--- config.mk ---
export PLATFORM = sky130hd
export DESIGN_NAME = conv3_back
export DESIGN_NICKNAME = d
export VERILOG_FILES = /design/src/conv3_pkg.sv /design/src/conv3_back.sv
export SDC_FILE = /design/constraint.sdc
export NUM_CORES = 2
export LEC_CHECK = 0
export BUFFER_PORTS_ARGS = -buffer_cell sky130_fd_sc_hd__buf_2
export CAP_MARGIN = 15
export CORE_ASPECT_RATIO = 1.2
export CORE_UTILIZATION = 48
export CTS_CLUSTER_DIAMETER = 200
export DETAILED_ROUTE_END_ITERATION = 16
export PLACE_DENSITY = 0.72
export SLEW_MARGIN = 0
export SYNTH_ARGS = -nofsm -noshare
export SYNTH_HDL_FRONTEND = slang
export SYNTH_SLANG_ARGS = --single-unit
export TNS_END_PERCENT = 1
--- constraint.sdc ---
create_clock -name clk_i -period 11.3 [get_ports clk_i]
set_input_delay 1.13 -clock clk_i [delete_from_list [all_inputs] [get_ports clk_i]]
set_output_delay 1.13 -clock clk_i [all_outputs]
set_load 0.005 [all_outputs]
--- src/conv3_pkg.sv ---
`timescale 1ns / 1ps
// shared types, constants and register codes of the 3x3 convolution filter
package conv3_pkg;

  localparam int unsigned MAX_WIDTH_DEF = 2048;
  localparam int unsigned QUEUE_DEPTH   = 2;

  localparam int unsigned CFG_W  = 12;
  localparam int unsigned MODE_W = 3;
  localparam int unsigned THR_W  = 11;
  localparam int unsigned CNT_W  = 23;
  localparam int unsigned TOT_W  = 24;
  localparam int unsigned ROW_W  = 13;
  localparam int unsigned IDX_CW = 2;

  // register indexes
  localparam logic [IDX_CW-1:0] REG_WIDTH  = 2'd0;
  localparam logic [IDX_CW-1:0] REG_HEIGHT = 2'd1;
  localparam logic [IDX_CW-1:0] REG_MODE   = 2'd2;
  localparam logic [IDX_CW-1:0] REG_THRESH = 2'd3;

  // filter modes
  localparam logic [MODE_W-1:0] MODE_BOX    = 3'd0;
  localparam logic [MODE_W-1:0] MODE_GAUSS  = 3'd1;
  localparam logic [MODE_W-1:0] MODE_SHARP  = 3'd2;
  localparam logic [MODE_W-1:0] MODE_SOBEL  = 3'd3;
  localparam logic [MODE_W-1:0] MODE_VDIFF  = 3'd4;
  localparam logic [MODE_W-1:0] MODE_EMBOSS = 3'd5;

  localparam logic [CFG_W-1:0] RESET_WIDTH  = 12'd640;
  localparam logic [CFG_W-1:0] RESET_HEIGHT = 12'd480;
  localparam logic [TOT_W-1:0] RESET_TOTAL  = 24'd307200;

  // floor(s/9) = (s*7282)>>16 for s < 4096, floor(s/3) = (s*683)>>11 for s < 2048
  localparam logic [12:0] RECIP9 = 13'd7282;
  localparam logic [9:0]  RECIP3 = 10'd683;

  typedef struct packed {
    logic [8:0][23:0] win;
    logic [7:0]       alpha;
    logic             border;
    logic             eof;
  } entry_t;

  typedef struct packed {
    logic [MODE_W-1:0] mode;
    logic [THR_W-1:0]  thresh;
  } filt_cfg_t;

endpackage

--- src/conv3_back.sv ---
`timescale 1ns / 1ps
// back end: filters one queued window per pass and holds the result register
module conv3_back (
  input  logic                  clk_i,
  input  logic                  rst_ni,
  input  logic                  q_valid_i,
  input  conv3_pkg::entry_t     q_entry_i,
  output logic                  q_pop_o,
  input  conv3_pkg::filt_cfg_t  filt_cfg_i,
  output logic                  out_valid_o,
  input  logic                  out_stall_i,
  output logic [7:0]            red_out_o,
  output logic [7:0]            green_out_o,
  output logic [7:0]            blue_out_o,
  output logic [7:0]            alpha_out_o,
  output logic                  end_of_frame_o
);

  typedef enum logic [6:0] {
    B_IDLE = 7'b0000001,
    B_SUMS = 7'b0000010,
    B_GRAY = 7'b0000100,
    B_HV   = 7'b0001000,
    B_SQ   = 7'b0010000,
    B_ROOT = 7'b0100000,
    B_DONE = 7'b1000000
  } bstate_e;

  bstate_e state_q;

  logic [8:0][23:0]   win_q;
  logic [7:0]         alpha_q;
  logic               border_q, eof_q;
  logic signed [12:0] acc_q [3];
  logic signed [12:0] acc_d [3];
  logic [9:0]         gsum_q [9];
  logic [9:0]         gsum_d [9];
  logic [7:0]         gray_q [9];
  logic [7:0]         gray_d [9];
  logic [7:0]         res_q [3];
  logic [7:0]         res_d [3];
  logic [7:0]         root_res;
  logic signed [11:0] h_q, v_q, h_d, v_d;
  logic signed [22:0] h_sq, v_sq, n_sum;
  logic [20:0]        n_q;
  logic [11:0]        root_q, bit_q, trial, root_d;
  logic [23:0]        trial_sq;
  logic [7:0]         gray_c;
  logic [19:0]        gray_c_prod;
  logic               out_free;

  logic [7:0] out_r_q, out_g_q, out_b_q, out_a_q;
  logic       out_eof_q, out_valid_q;

  function automatic logic [7:0] clamp8(input logic signed [12:0] v);
    logic [7:0] r;
    if (v < 0) begin
      r = 8'd0;
    end else if (v > 13'sd255) begin
      r = 8'd255;
    end else begin
      r = v[7:0];
    end
    return r;
  endfunction

  // per channel kernel sums and per pixel channel sums for gray
  always_comb begin
    logic signed [12:0] p [9];
    for (int k = 0; k < 3; k++) begin
      for (int i = 0; i < 9; i++) begin
        p[i] = $signed({5'b0, win_q[i][8*k +: 8]});
      end
      case (filt_cfg_i.mode)
        conv3_pkg::MODE_BOX:
          acc_d[k] = p[0] + p[1] + p[2] + p[3] + p[4] + p[5] + p[6] + p[7] + p[8];
        conv3_pkg::MODE_GAUSS:
          acc_d[k] = p[0] + (p[1] <<< 1) + p[2] + (p[3] <<< 1) + (p[4] <<< 2)
                     + (p[5] <<< 1) + p[6] + (p[7] <<< 1) + p[8];
        conv3_pkg::MODE_SHARP:
          acc_d[k] = (p[4] <<< 2) + p[4] - p[1] - p[3] - p[5] - p[7];
        default:
          acc_d[k] = p[1] - p[7];
      endcase
    end
    for (int i = 0; i < 9; i++) begin
      gsum_d[i] = 10'(win_q[i][7:0]) + 10'(win_q[i][15:8]) + 10'(win_q[i][23:16]);
    end
  end

  // final channel values and gray values
  always_comb begin
    logic [25:0] prod9;
    logic [19:0] gprod;
    for (int i = 0; i < 9; i++) begin
      gprod     = 20'(gsum_q[i]) * 20'(conv3_pkg::RECIP3);
      gray_d[i] = gprod[18:11];
    end
    gray_c_prod = 20'(gsum_q[4]) * 20'(conv3_pkg::RECIP3);
    gray_c      = gray_c_prod[18:11];
    for (int k = 0; k < 3; k++) begin
      prod9 = 26'(unsigned'(acc_q[k])) * 26'(conv3_pkg::RECIP9);
      if (filt_cfg_i.mode == conv3_pkg::MODE_SOBEL) begin
        res_d[k] = gray_c;
      end else if (border_q) begin
        res_d[k] = win_q[4][8*k +: 8];
      end else begin
        case (filt_cfg_i.mode)
          conv3_pkg::MODE_BOX:    res_d[k] = prod9[23:16];
          conv3_pkg::MODE_GAUSS:  res_d[k] = acc_q[k][11:4];
          conv3_pkg::MODE_SHARP:  res_d[k] = clamp8(acc_q[k]);
          conv3_pkg::MODE_VDIFF:  res_d[k] = acc_q[k][7:0];
          conv3_pkg::MODE_EMBOSS: res_d[k] = clamp8(acc_q[k] + 13'sd128);
          default:                res_d[k] = win_q[4][8*k +: 8];
        endcase
      end
    end
  end

  // sobel gradients
  always_comb begin
    logic signed [11:0] g [9];
    for (int i = 0; i < 9; i++) begin
      g[i] = $signed({4'b0, gray_q[i]});
    end
    h_d = (g[0] - g[2]) + ((g[3] - g[5]) <<< 1) + (g[6] - g[8]);
    v_d = (g[6] - g[0]) + ((g[7] - g[1]) <<< 1) + (g[8] - g[2]);
  end

  // squared magnitude at full width
  assign h_sq  = h_q * h_q;
  assign v_sq  = v_q * v_q;
  assign n_sum = h_sq + v_sq;

  // one root bit per cycle
  assign trial    = root_q | bit_q;
  assign trial_sq = 24'(trial) * 24'(trial);
  assign root_d   = (trial_sq <= 24'(n_q)) ? trial : root_q;

  always_comb begin
    if (root_d < 12'(filt_cfg_i.thresh)) begin
      root_res = 8'd0;
    end else if (root_d > 12'd255) begin
      root_res = 8'd255;
    end else begin
      root_res = root_d[7:0];
    end
  end

  assign q_pop_o  = (state_q == B_IDLE) && q_valid_i;
  assign out_free = !out_valid_q || !out_stall_i;

  assign out_valid_o    = out_valid_q;
  assign red_out_o      = out_r_q;
  assign green_out_o    = out_g_q;
  assign blue_out_o     = out_b_q;
  assign alpha_out_o    = out_a_q;
  assign end_of_frame_o = out_eof_q;

  // datapath
  always_ff @(posedge clk_i) begin
    if (q_pop_o) begin
      win_q    <= q_entry_i.win;
      alpha_q  <= q_entry_i.alpha;
      border_q <= q_entry_i.border;
      eof_q    <= q_entry_i.eof;
    end
    if (state_q == B_SUMS) begin
      acc_q  <= acc_d;
      gsum_q <= gsum_d;
    end
    if (state_q == B_GRAY) begin
      gray_q <= gray_d;
      res_q  <= res_d;
    end
    if (state_q == B_HV) begin
      h_q <= h_d;
      v_q <= v_d;
    end
    if (state_q == B_SQ) begin
      n_q    <= n_sum[20:0];
      root_q <= '0;
      bit_q  <= 12'h800;
    end
    if (state_q == B_ROOT) begin
      root_q <= root_d;
      bit_q  <= bit_q >> 1;
      if (bit_q[0]) begin
        res_q[0] <= root_res;
        res_q[1] <= root_res;
        res_q[2] <= root_res;
      end
    end
    if ((state_q == B_DONE) && out_free) begin
      out_r_q   <= res_q[0];
      out_g_q   <= res_q[1];
      out_b_q   <= res_q[2];
      out_a_q   <= alpha_q;
      out_eof_q <= eof_q;
    end
  end

  always_ff @(posedge clk_i or negedge rst_ni) begin
    if (!rst_ni) begin
      state_q     <= B_IDLE;
      out_valid_q <= 1'b0;
    end else begin
      out_valid_q <= ((state_q == B_DONE) && out_free) || (out_valid_q && out_stall_i);
      case (state_q)
        B_IDLE: if (q_valid_i) state_q <= B_SUMS;
        B_SUMS: state_q <= B_GRAY;
        B_GRAY: begin
          if ((filt_cfg_i.mode == conv3_pkg::MODE_SOBEL) && !border_q) begin
            state_q <= B_HV;
          end else begin
            state_q <= B_DONE;
          end
        end
        B_HV:   state_q <= B_SQ;
        B_SQ:   state_q <= B_ROOT;
        B_ROOT: if (bit_q[0]) state_q <= B_DONE;
        B_DONE: begin
          if (out_free) begin
            state_q <= B_IDLE;
          end
        end
        default: state_q <= B_IDLE;
      endcase
    end
  end

endmodule

==> results.yml <==
run_status:
  status: "completed"
yosys:
  ys_async_sr_fraction: 0.0145
  synth_common_cells: "inv_1, ha_1, fa_1, edfxtp_1, xnor2_1"
  ys_seq_area_frac: 0.216
  synth_area_per_cell_um2: 10.7
  synth_area_mm2: 0.0754
  synth.net_count: 9632
  synth-edff-count: 520
  synth_cells: 7031
  ys.flop_type: "edfxtp_1"
  synth_top_cell_by_area: "fa_1"
  ys_warn_count: 0
  ys_types: 83
  synth_most_common_cell: "inv_1"
  ys_top_cells_by_area: "fa_1, ha_1, edfxtp_1, inv_1, xnor2_1"
  ys_ff_latch: 553
  synth.top_cell.area_share: 0.294
critical_path:
  cp.required_ns: 11.87
  slowest_delay_ns: 0.59
  critPathCaptureType: "flop"
  reg2reg_depth: 36
  path_common_cell: "a21o_1"
  cp-start-kind: "flop"
  path_max_fanout: 9
  worstSetupPathType: "reg2reg"
  cp_slowest_cell: "a211oi_2"
  worst_ep_arrival_time_ns: 10.81
route:
  avgViaCountPerCell: 5.33
  dr.pass1.iters: 6
  drtAntennaViolNets: 0
  drt_iter0_markers: 2997
  avgRoutedWirePerCell_um: 20.9
  wirelength_mm: 198
  drc_errors: 0
  num_vias: 50442
floorplanning:
  initial_core_util: 0.483
  core_mm2: 0.156
  fp.dieArea_mm2: 0.159
  pin_count: 279
  die_h_um: 436
  rows: 159
  die_width_um: 364
timing:
  slew_headroom: 0.260
  setup-violations-final: 0
  tightest_slew_ns: 1.11
  fin_crit_sh: 0.907
  fin_tns_setup_ns: 0
  finClkSkew_ns: 0.0410
  slew_violations: 0
  layout_min_cycle_time_ns: 10.25
  hold_viol: 0
  rsz0062_at_grt: "false"
  fmax_mhz: 97.6
  timing.final.ws_setup_ns: 1.05
clock_tree:
  cts_tree: "built"
  clkTransAtPathRegs_ns: 0.07
  cts_buffers: 58
  insertion_delay_ns: 0.70
  clkSinkCount: 553
  post_cts_buffers: 0
  h-tree-depth: 2
  cts_buffer_depth: 3
  ctsResizeCount: 0
  cts-root-buf: "clkbuf_16"
  postCtsHoldBufs: 0
placement:
  gp_congestion: 0.978
  dp_cells: 9355
  hpwl_mm: 172
  portBuffers: 278
  place_area_mm2: 0.0794
  post-place-ws_ns: 1.04
global_routing:
  overflow: 0
  grt_pass1_wl_mm: 311
  grt_max_degree: 91
  grt_usage: 0.258
  grt_pass1_vias: 54897
  antenna_found_initial: 9
cells_and_area:
  syn_to_final_growth_pct: 7.97
  layout-drive-gt1-share: 0.0604
  final_area_mm2: 0.0814
  layout.cells.non_filler: 9468
  nNetsFinal: 9923
  fillers: 13723
min_path:
  hp-class: "in2async"
run:
  cap_violations: 0
## cells in the final DEF, fill, tap and decap left out, types with 93 or more instances in the layout
cell and n:
xor2_1 93, xnor2_1 291, edfxtp_1 520, inv_1 1735, a21o_1 120, ha_1 1250
fa_1 1107, nand2_1 195, buf_2 278, and2_1 111, o21ai_0 202, a21oi_1 275
nor2_1 262
## sequential cells by signal, indices dropped and copies added (netlist names), 7 cells and up
signal,cells
win_q,216
gsum_q,90
gray_q,64
acc_q,39
res_q,24
n_q,21
bit_q,12
h_q,12
root_q,12
v_q,12
alpha_out_o,8
alpha_q,8
blue_out_o,8
green_out_o,8
red_out_o,8
state_q,7
## final cells by class
class | instances | area (µm²) | share of cell area
timing repair buffer | 303 | 1580 | 0.0194
tap | 2093 | 2620 | 0.0322
clock inverter | 47 | 564 | 0.00693
sequential | 553 | 16300 | 0.200
antenna | 4 | 10.0 | 0.000123
inverter | 1737 | 6520 | 0.0801
clock buffer | 62 | 1490 | 0.0183
multi-input combinational | 4669 | 52300 | 0.643
## stage by stage
stage | hold slack, ns | utilization
2_1_floorplan | 0.400 | -
3_3_place_gp | 0.401 | 0.508
3_5_place_dp | 0.416 | 0.508
4_1_cts | 0.254 | 0.521
5_1_grt | 0.283 | 0.521
6_report | 0.303 | 0.522
## metal layers
layer | wire length (µm) | vias up | global-route usage
met2 | 96900 | 1590 | 0.447
met1 | 76800 | 24896 | 0.309
li1 | - | 23432 | -
met4 | 14600 | 8 | 0.154
met5 | 51 | - | 0
met3 | 9950 | 516 | 0.0285
## cells by family (layout without fill, tap and decap cells)
family,after synthesis,after routing,synth area share
AND/OR/NAND/NOR,924,924,0.0612
XOR/XNOR,384,384,0.0446
AO/OA/AOI/OAI,992,992,0.0850
buffers and inverters,1809,2149,0.0901
multiplexers,12,12,0.00161
adder cells (fa/ha/maj),2357,2357,0.501
flip-flops,553,553,0.216
other,0,4,0
## worst paths after layout
check,from,end,slack [ns]
max in group asynchronous,rst_ni,state_q[0],10.73
worst max register to register,root_q[8],res_q[21],1.05
worst min-delay path,rst_ni,out_valid_o,0.30
worst max-delay path,root_q[8],res_q[21],1.05
min in group clk_i,alpha_q[2],alpha_out_o[2],0.41
worst min register to register,alpha_q[2],alpha_out_o[2],0.41
## critical path: cells and delay by family, from the launching register on
family | cells | cell delay (ns)
compound gates | 16 | 4.25
flops | 1 | 0.50
xor+xnor | 1 | 0.10
simple gates | 7 | 1.67
buf+inv | 4 | 0.45
fa+ha+maj | 8 | 3.16
Power is not shown: default switching activity piles up to over one toggle a cycle in this logic, so the estimate is an artifact.
