File: src/conv3_pkg.sv
`timescale 1ns / 1ps
// shared types, constants and register codes of the 3x3 convolution filter
package conv3_pkg;

  localparam int unsigned MAX_WIDTH_DEF = 2048;
  localparam int unsigned QUEUE_DEPTH   = 2;

  localparam int unsigned CFG_W  = 12;
  localparam int unsigned MODE_W = 3;
  localparam int unsigned THR_W  = 11;
  localparam int unsigned CNT_W  = 23;
  localparam int unsigned TOT_W  = 24;
  localparam int unsigned ROW_W  = 13;
  localparam int unsigned IDX_CW = 2;

  // register indexes
  localparam logic [IDX_CW-1:0] REG_WIDTH  = 2'd0;
  localparam logic [IDX_CW-1:0] REG_HEIGHT = 2'd1;
  localparam logic [IDX_CW-1:0] REG_MODE   = 2'd2;
  localparam logic [IDX_CW-1:0] REG_THRESH = 2'd3;

  // filter modes
  localparam logic [MODE_W-1:0] MODE_BOX    = 3'd0;
  localparam logic [MODE_W-1:0] MODE_GAUSS  = 3'd1;
  localparam logic [MODE_W-1:0] MODE_SHARP  = 3'd2;
  localparam logic [MODE_W-1:0] MODE_SOBEL  = 3'd3;
  localparam logic [MODE_W-1:0] MODE_VDIFF  = 3'd4;
  localparam logic [MODE_W-1:0] MODE_EMBOSS = 3'd5;

  localparam logic [CFG_W-1:0] RESET_WIDTH  = 12'd640;
  localparam logic [CFG_W-1:0] RESET_HEIGHT = 12'd480;
  localparam logic [TOT_W-1:0] RESET_TOTAL  = 24'd307200;

  // floor(s/9) = (s*7282)>>16 for s < 4096, floor(s/3) = (s*683)>>11 for s < 2048
  localparam logic [12:0] RECIP9 = 13'd7282;
  localparam logic [9:0]  RECIP3 = 10'd683;

  typedef struct packed {
    logic [8:0][23:0] win;
    logic [7:0]       alpha;
    logic             border;
    logic             eof;
  } entry_t;

  typedef struct packed {
    logic [MODE_W-1:0] mode;
    logic [THR_W-1:0]  thresh;
  } filt_cfg_t;

endpackage

File: src/conv3_fifo.sv
`timescale 1ns / 1ps
// short queue of window snapshots between front and back
module conv3_fifo #(
  parameter int unsigned DEPTH = conv3_pkg::QUEUE_DEPTH
) (
  input  logic               clk_i,
  input  logic               rst_ni,
  input  logic               push_i,
  input  conv3_pkg::entry_t  entry_i,
  input  logic               pop_i,
  output conv3_pkg::entry_t  entry_o,
  output logic               full_o,
  output logic               empty_o
);

  localparam int unsigned PTR_W = (DEPTH > 1) ? $clog2(DEPTH) : 1;
  localparam int unsigned CNT_W = $clog2(DEPTH + 1);

  conv3_pkg::entry_t slot_q [DEPTH];
  logic [PTR_W-1:0] wr_ptr_q, rd_ptr_q;
  logic [CNT_W-1:0] count_q;

  assign full_o  = (count_q == CNT_W'(DEPTH));
  assign empty_o = (count_q == '0);
  assign entry_o = slot_q[rd_ptr_q];

  always_ff @(posedge clk_i) begin
    if (push_i) begin
      slot_q[wr_ptr_q] <= entry_i;
    end
  end

  always_ff @(posedge clk_i or negedge rst_ni) begin
    if (!rst_ni) begin
      wr_ptr_q <= '0;
      rd_ptr_q <= '0;
      count_q  <= '0;
    end else begin
      if (push_i) begin
        wr_ptr_q <= (wr_ptr_q == PTR_W'(DEPTH - 1)) ? '0 : wr_ptr_q + 1'b1;
      end
      if (pop_i) begin
        rd_ptr_q <= (rd_ptr_q == PTR_W'(DEPTH - 1)) ? '0 : rd_ptr_q + 1'b1;
      end
      if (push_i && !pop_i) begin
        count_q <= count_q + 1'b1;
      end else if (pop_i && !push_i) begin
        count_q <= count_q - 1'b1;
      end
    end
  end

endmodule

File: config.mk
export PLATFORM = sky130hd
export DESIGN_NAME = conv3_fifo
export DESIGN_NICKNAME = d
export VERILOG_FILES = /design/src/conv3_pkg.sv /design/src/conv3_fifo.sv
export SDC_FILE = /design/constraint.sdc
export NUM_CORES = 1
export LEC_CHECK = 0
export BUFFER_PORTS_ARGS = -buffer_cell sky130_fd_sc_hd__buf_2
export CORE_MARGIN = 4
export CORE_UTILIZATION = 40
export DETAILED_ROUTE_END_ITERATION = 8
export PLACE_DENSITY = 0.71
export SETUP_SLACK_MARGIN = 0.1
export SLEW_MARGIN = 20
export SYNTH_ARGS = -nofsm -noshare
export SYNTH_HDL_FRONTEND = slang
export SYNTH_SLANG_ARGS = --single-unit
File: constraint.sdc
create_clock -name clk_i -period 12 [get_ports clk_i]
set_clock_uncertainty 0.05 [all_clocks]
set_input_delay 1.2 -clock clk_i [delete_from_list [all_inputs] [get_ports clk_i]]
set_output_delay 1.2 -clock clk_i [all_outputs]
set_load 0.05 [all_outputs]
==> impl_metrics.csv, run 1 <==
group,metric,value,unit
outcome,status,"completed",
setup_path,worstPathRequired,10.75,ns
setup_path,startpoint_type,"register",
routing,drcViolationCount,0,
global_routing,use_met3,4.76,%
synthesis,synth_top_family_by_area,"multiplexers",
synthesis,ys_types,14,
sta,finalCriticalPeriod,5.04,ns
setup_path,cp_common_cell,"buf_4",
clock_tree,cts_made_buffers,46,
clock_tree,clock_path_buffers,3,
synthesis,syn-num-nets,950,
clock_tree,htreeDepth,2,
sta,slew_violations,0,
finish,fin_nets,1438,
finish,layout-drive-gt1-share,60.8,%
routing,firstDrtPassIters,4,
synthesis,synthSimpleGateAreaFrac,0.158,%
clock_tree,clk_latency,0.54,ns
clock_tree,clock-sinks,456,
clock_tree,cts_setup_buffers,0,
global_routing,met2_usage,25.9,%
placement,portBuffers,457,
finish,postLayoutCoreUtil,51.2,%
worst_hold_path,min_path_type,"in -> async",
pwr,power,5980,µW
clock_tree,cts_tree,"yes",
placement,hpwl,24.0,mm
global_routing,gr-usage-all-layers,15.1,%
floorplanning,io-pin-count,458,
global_routing,grt_max_degree,174,
sta,slew_headroom,29.8,%
setup_path,worst_path_largest_cell_delay,0.89,ns
synthesis,yosysWarnings,0,
floorplanning,core_area,40900,µm²
pwr,peakVddDrop,185,µV
synthesis,syn_area,16600,µm²
clock_tree,cts_resized,0,
clock_tree,root_buffer,"clkbuf_16",
sta,setup_viol,0,
setup_path,path_class,"reg -> out",
setup_path,crit_chain,"buf_4 -> buf_4 -> mux2_2 -> buf_2",
synthesis,ys_top_cells_by_area,"edfxtp_1 82%, mux2_2 13%, mux2_4 2.7%, dfrtp_1 0.60%, buf_4 0.50%",
setup_path,cp_slowest_cell,"dfrtp_4",
floorplanning,start_util,40.5,%
synthesis,synth_top_area_share,81.8,%
routing,wire_per_inst,20.1,µm
routing,vias,8449,
global_routing,grt_pass1_vias,9053,
global_routing,grtUsageMet1,17.5,%
sta,setup-tns-final,0,ns
global_routing,antenna_found_initial,8,
routing,wl,35.7,mm
setup_path,crit_fanout,58,
synthesis,synthMuxAreaShare,16.0,%
synthesis,yosysSeqAreaShare,82.4,%
setup_path,end_kind,"output pin",
routing,vias_per_cell,4.76,
sta,grt_setup_unrepaired,"false",
pwr,p_leak,0.00791,µW
sta,setup_slack,6.96,ns
setup_path,worstPathArrival,3.79,ns
routing,drt_iter0_drc,503,
placement,place_ws,7.50,ns
global_routing,grt_first_pass_wirelength,52.1,mm
sta,tightest_slew,1.05,ns
synthesis,synth_cells,719,
synthesis,synth_xor_area_share,0.264,%
floorplanning,die_w,212,µm
synthesis,yosysTopAreaCell,"edfxtp_1",
floorplanning,die_h,212,µm
finish,layout_common_cells,"457 x buf_2, 452 x edfxtp_1, 196 x mux2_2",
routing,antenna_left,0,
pwr,power.density,285,nW/µm²
synthesis,synth_compound_area_share,0,%
floorplanning,die-area,44800,µm²
sta,max_freq,199,MHz
job,cap_violations,0,
placement,gp_congestion,0.808,
synthesis,synth_fa_ha_area_share,0.0754,%
clock_tree,clkSlewWorstSetupHoldPaths,0.06,ns
global_routing,grt-busiest-layer,"met2",
finish,final_common_cell,"buf_2",
synthesis,ys_ff_latch,456,
finish,syn2layout_area_growth,26.1,%
sta,hold_violations,0,
clock_tree,holdBufCountCts,0,
floorplanning,std_cell_rows,74,
global_routing,grt_remaining_overflow,0,
sta,fin_crit_sh,42.0,%
synthesis,avgSynthCellArea,23.1,µm²
registers in the layout, indices dropped and copies added (netlist names):
signal and cells:
wr_ptr_q 1, count_q 2, rd_ptr_q 1, slot_q 452
per-stage QoR:
| stage | instances | instance area (µm²) | hold slack (ns) |
|---|---|---|---|
| after floorplan | 719 | 16600 | 0.405 |
| after global placement | 1691 | 19500 | 0.431 |
| after detailed placement | 1691 | 19500 | 0.433 |
| after CTS | 1768 | 20900 | 0.355 |
| after global routing | 1773 | 20900 | 0.372 |
| final | 1775 | 20900 | 0.400 |
path summary, 6_finish.rpt:
check                      slack, ns              to  startpoint  depth (start not counted)
hold reg to reg                 0.45      count_q[1]  count_q[1]                          1
setup / recovery                6.96     entry_o[22]    rd_ptr_q                          4
hold / removal                  0.40        wr_ptr_q      rst_ni                          1
setup reg to reg                8.94  slot_q[1][180]    wr_ptr_q                          3
max in group asynchronous      11.36        rd_ptr_q      rst_ni                          1
min in group clk_i              0.45      count_q[1]  count_q[1]                          1
synth_stat cells (all sizes together):
library cell,number
and2,1
buf,25
dfrtp,4
edfxtp,452
ha,1
inv,1
mux2,226
nor2,2
nor2b,2
xnor2,1
xor2,4
worst max-delay path: cells and delay by family, from the launching register on:
family | cells | cell delay (ns)
DFF | 1 | 0.89
muxes | 1 | 0.43
buffers and inverters | 3 | 1.72
final cells by class:
type | count | area (µm²)
Fill cell | 3322 | 20000
Sequential cell | 456 | 13700
Multi-Input combinational cell | 237 | 2750
Timing Repair Buffer | 465 | 2360
Clock buffer | 56 | 1210
Tap cell | 532 | 666
Clock inverter | 21 | 250
Antenna cell | 7 | 17.5
Inverter | 1 | 3.75
report_power, final:
part	total (µW)	internal, µW	switching (µW)
Clock	1390	840	554
Combinational	2360	634	1730
Sequential	2220	2120	105
Total	5980	3590	2390
per-layer routing:
layer	vias up	routed length, µm
met3	79	2840
li1	3864	-
met4	4	1140
met1	4171	13400
met5	-	24
met2	331	18300
cells by family (layout without fill, tap and decap cells):
kind of cell               Yosys count  after routing
muxes                              226            226
adders and majority gates            1              1
xor gates and xnor gates             5              5
other                                0              7
and+or+nand+nor                      5              5
buffers and inverters               26            543
DFF                                456            456
Power figures use the tool's default switching activity.
==> run 2: changes to the inputs <==
- ABC_AREA: default -> 1
- clock period: 12 -> 4.2 ns (I/O delays scaled with it)
==> run 2 against run 1 <==
Against the previous run: register-to-register slack lost 7.1 ns; power grew to 2.9 times the previous value; critical path depth shrank 1; synthesized cell count grew 1.3%; worst setup slack lost 5.8 ns; synthesized area grew 0.12%; worst hold slack lost 0.35 ns; routed wire length grew 12%; sequential power grew to 2.9 times the previous value.
==> impl_metrics.csv, run 2 <==
group,metric,value,unit
synthesis,yosysWarnings,0,
placement,hpwl,25.5,mm
pwr,p_int,10200,µW
clock_tree,clkSlewWorstSetupHoldPaths,0.06,ns
global_routing,gr-usage-all-layers,17.1,%
sta,slew_violations,0,
finish,syn2layout_area_growth,39.9,%
clock_tree,cts_setup_buffers,0,
floorplanning,io-pin-count,458,
pwr,power,17200,µW
pwr,p_sw_share,40.8,%
setup_path,r2r_cells,3,
setup_path,end_kind,"output pin",
sta,setup_slack,1.17,ns
sta,setup_viol,0,
synthesis,async_flop_share,0.877,%
clock_tree,clk_latency,0.55,ns
worst_hold_path,hold_path_depth,1,
worst_hold_path,min_path_type,"in -> reg",
clock_tree,holdBufCountCts,220,
setup_path,crit_fanout,51,
pwr,p_leak,0.00889,µW
pwr,power.density,738,nW/µm²
finish,layout-drive-gt1-share,51.6,%
routing,wl,39.8,mm
routing,firstDrtPassIters,5,
finish,fill_cells,2998,
synthesis,yosysSeqAreaShare,82.3,%
setup_path,worst_path_largest_cell_delay,0.95,ns
synthesis,ys_top_cells_by_area,"edfxtp_1 82%, mux2_2 13%, mux2_4 2.7%, dfrtp_1 0.60%, buf_4 0.50%",
global_routing,antenna_found_initial,2,
setup_path,startpoint_type,"register",
synthesis,synth.most_common_cell,"edfxtp_1",
synthesis,netlist_top_cells_count,"452 x edfxtp_1, 196 x mux2_2, 30 x mux2_4",
global_routing,grt_remaining_overflow,0,
finish,largest_register_ff_count,452,
synthesis,synth_cells,728,
pwr,combPwrFrac,41.6,%
sta,hold_violations,0,
setup_path,path_class,"reg -> out",
pwr,peakVddDrop,688,µV
sta,slew_headroom,28.7,%
worst_hold_path,hold_path_startpoint,"entry_i[6]",
synthesis,synth_flop_cell,"edfxtp_1",
pwr,clock_power_share,21.4,%
synthesis,synth_top_area_share,81.7,%
clock_tree,root_buffer,"clkbuf_16",
floorplanning,die_h,212,µm
sta,finalCriticalPeriod,3.03,ns
finish,fin_nets,1684,
clock_tree,clock_path_buffers,3,
finish,reg_top3,"slot_q: 452 flops, count_q: 2 flops",
routing,drcViolationCount,0,
synthesis,synth-edff-count,452,
placement,portBuffers,457,
synthesis,syn_area,16600,µm²
sta,max_freq,330,MHz
setup_path,crit_chain,"buf_4 -> mux2_2 -> buf_2",
clock_tree,cts_made_buffers,45,
clock_tree,htreeDepth,2,
pwr,p_seq_share,37.1,%
finish,regMostFlops,"slot_q",
synthesis,syn-num-nets,959,
finish,multi_input_comb_area,2750,µm²
floorplanning,die-area,44900,µm²
setup_path,rrSetupSlack,1.89,ns
pwr,p_switching,7000,µW
routing,wire_per_inst,19.7,µm
sta,tightest_slew,1.07,ns
placement,place_ws,1.72,ns
sta,fin_crit_sh,72.2,%
outcome,status,"completed",
floorplanning,die_w,212,µm
routing,antenna_left,0,
floorplanning,core_area,40900,µm²
clock_tree,clock-sinks,456,
routing,vias_per_cell,4.71,
global_routing,grt_pass1_vias,10500,
setup_path,worstPathRequired,3.73,ns
setup_path,reg2reg_to,"slot_q[1][76]",
floorplanning,std_cell_rows,74,
setup_path,cp_slowest_cell,"dfrtp_4",
global_routing,grt_first_pass_wirelength,59.4,mm
floorplanning,start_util,40.6,%
sta,grt_setup_unrepaired,"false",
global_routing,grt_max_degree,62,
synthesis,avgSynthCellArea,22.8,µm²
setup_path,worstPathArrival,2.56,ns
clock_tree,cts_tree,"yes",
finish,layout_common_cells,"457 x buf_2, 452 x edfxtp_1, 220 x dlygate4sd3_1",
worst_hold_path,hold-path-endpoint,"slot_q[0][6]",
finish,final_common_cell,"buf_2",
placement,gp_congestion,0.786,
setup_path,worstReg2RegStart,"wr_ptr_q",
synthesis,ys_types,15,
job,cap_violations,0,
routing,drt_iter0_drc,521,
routing,vias,9523,
synthesis,ys_ff_latch,456,
finish,postLayoutCoreUtil,56.8,%
synthesis,yosysTopAreaCell,"edfxtp_1",
finish,ff_latch_area,13700,µm²
clock_tree,cts_resized,0,
## run 2: logic make-up after synthesis
family | Yosys count | share of synthesized area [%]
flip-flops | 456 | 82.3
multiplexers | 226 | 16.0
buffers and inverters | 32 | 1.23
AND/OR/NAND/NOR | 10 | 0.249
XOR/XNOR | 3 | 0.158
adder cells (fa/ha/maj) | 1 | 0.0753
## run 2: layer usage
metal	track usage, %	part of all wire (%)	up-vias
met5	0	0	-
met4	5.60	2.7	0
met3	5.05	8.2	74
met2	30.6	52	383
met1	19.7	37	4702
li1	-	-	4364
## run 2: worst max path at each step
| stage | depth (start not counted) | start | slack, ns | end |
|---|---|---|---|---|
| global placement | 3 | rd_ptr_q | 1.75 | entry_o[110] |
| detailed placement | 3 | rd_ptr_q | 1.72 | entry_o[110] |
| floorplan | 2 | wr_ptr_q | -0.11 | slot_q[1][0] |
| global route | 3 | rd_ptr_q | 1.05 | entry_o[101] |
| finish | 3 | rd_ptr_q | 1.17 | entry_o[101] |
| CTS | 3 | rd_ptr_q | 1.10 | entry_o[110] |
## run 2: area by class of cell
type                            count  area share (%)
Sequential cell                   456            58.8
Multi-Input combinational cell    240            11.8
Clock buffer                       63            5.32
Antenna cell                        2          0.0215
Inverter                            7           0.140
Timing Repair Buffer              703            20.6
Tap cell                          532            2.86
Clock inverter                     18           0.398
## run 2: power by group through the flow
stage	logic, µW	clock network (µW)	registers, µW
2_1_floorplan	5500	0	6370
3_3_place_gp	6930	0	6400
3_5_place_dp	6960	0	6440
4_1_cts	7150	3760	6350
5_1_grt	7410	3980	6420
6_report	7130	3670	6360
## run 2: per-stage QoR
step                TNS, ns  cells  hold WS, ns  instance area (µm²)
finish                    0   2021       0.0456                23200
detailed placement        0   1718        0.200                19700
CTS                       0   2019      0.00125                23200
global route              0   2021      0.00658                23200
global placement          0   1718        0.201                19700
floorplan            -36.06    728       0.0744                16600
## run 2: worst max-delay path, delay by kind of cell (launching register included)
| family | cells | cell delay, ns |
|---|---|---|
| buf+inv | 2 | 0.65 |
| flops | 1 | 0.95 |
| mux | 1 | 0.39 |
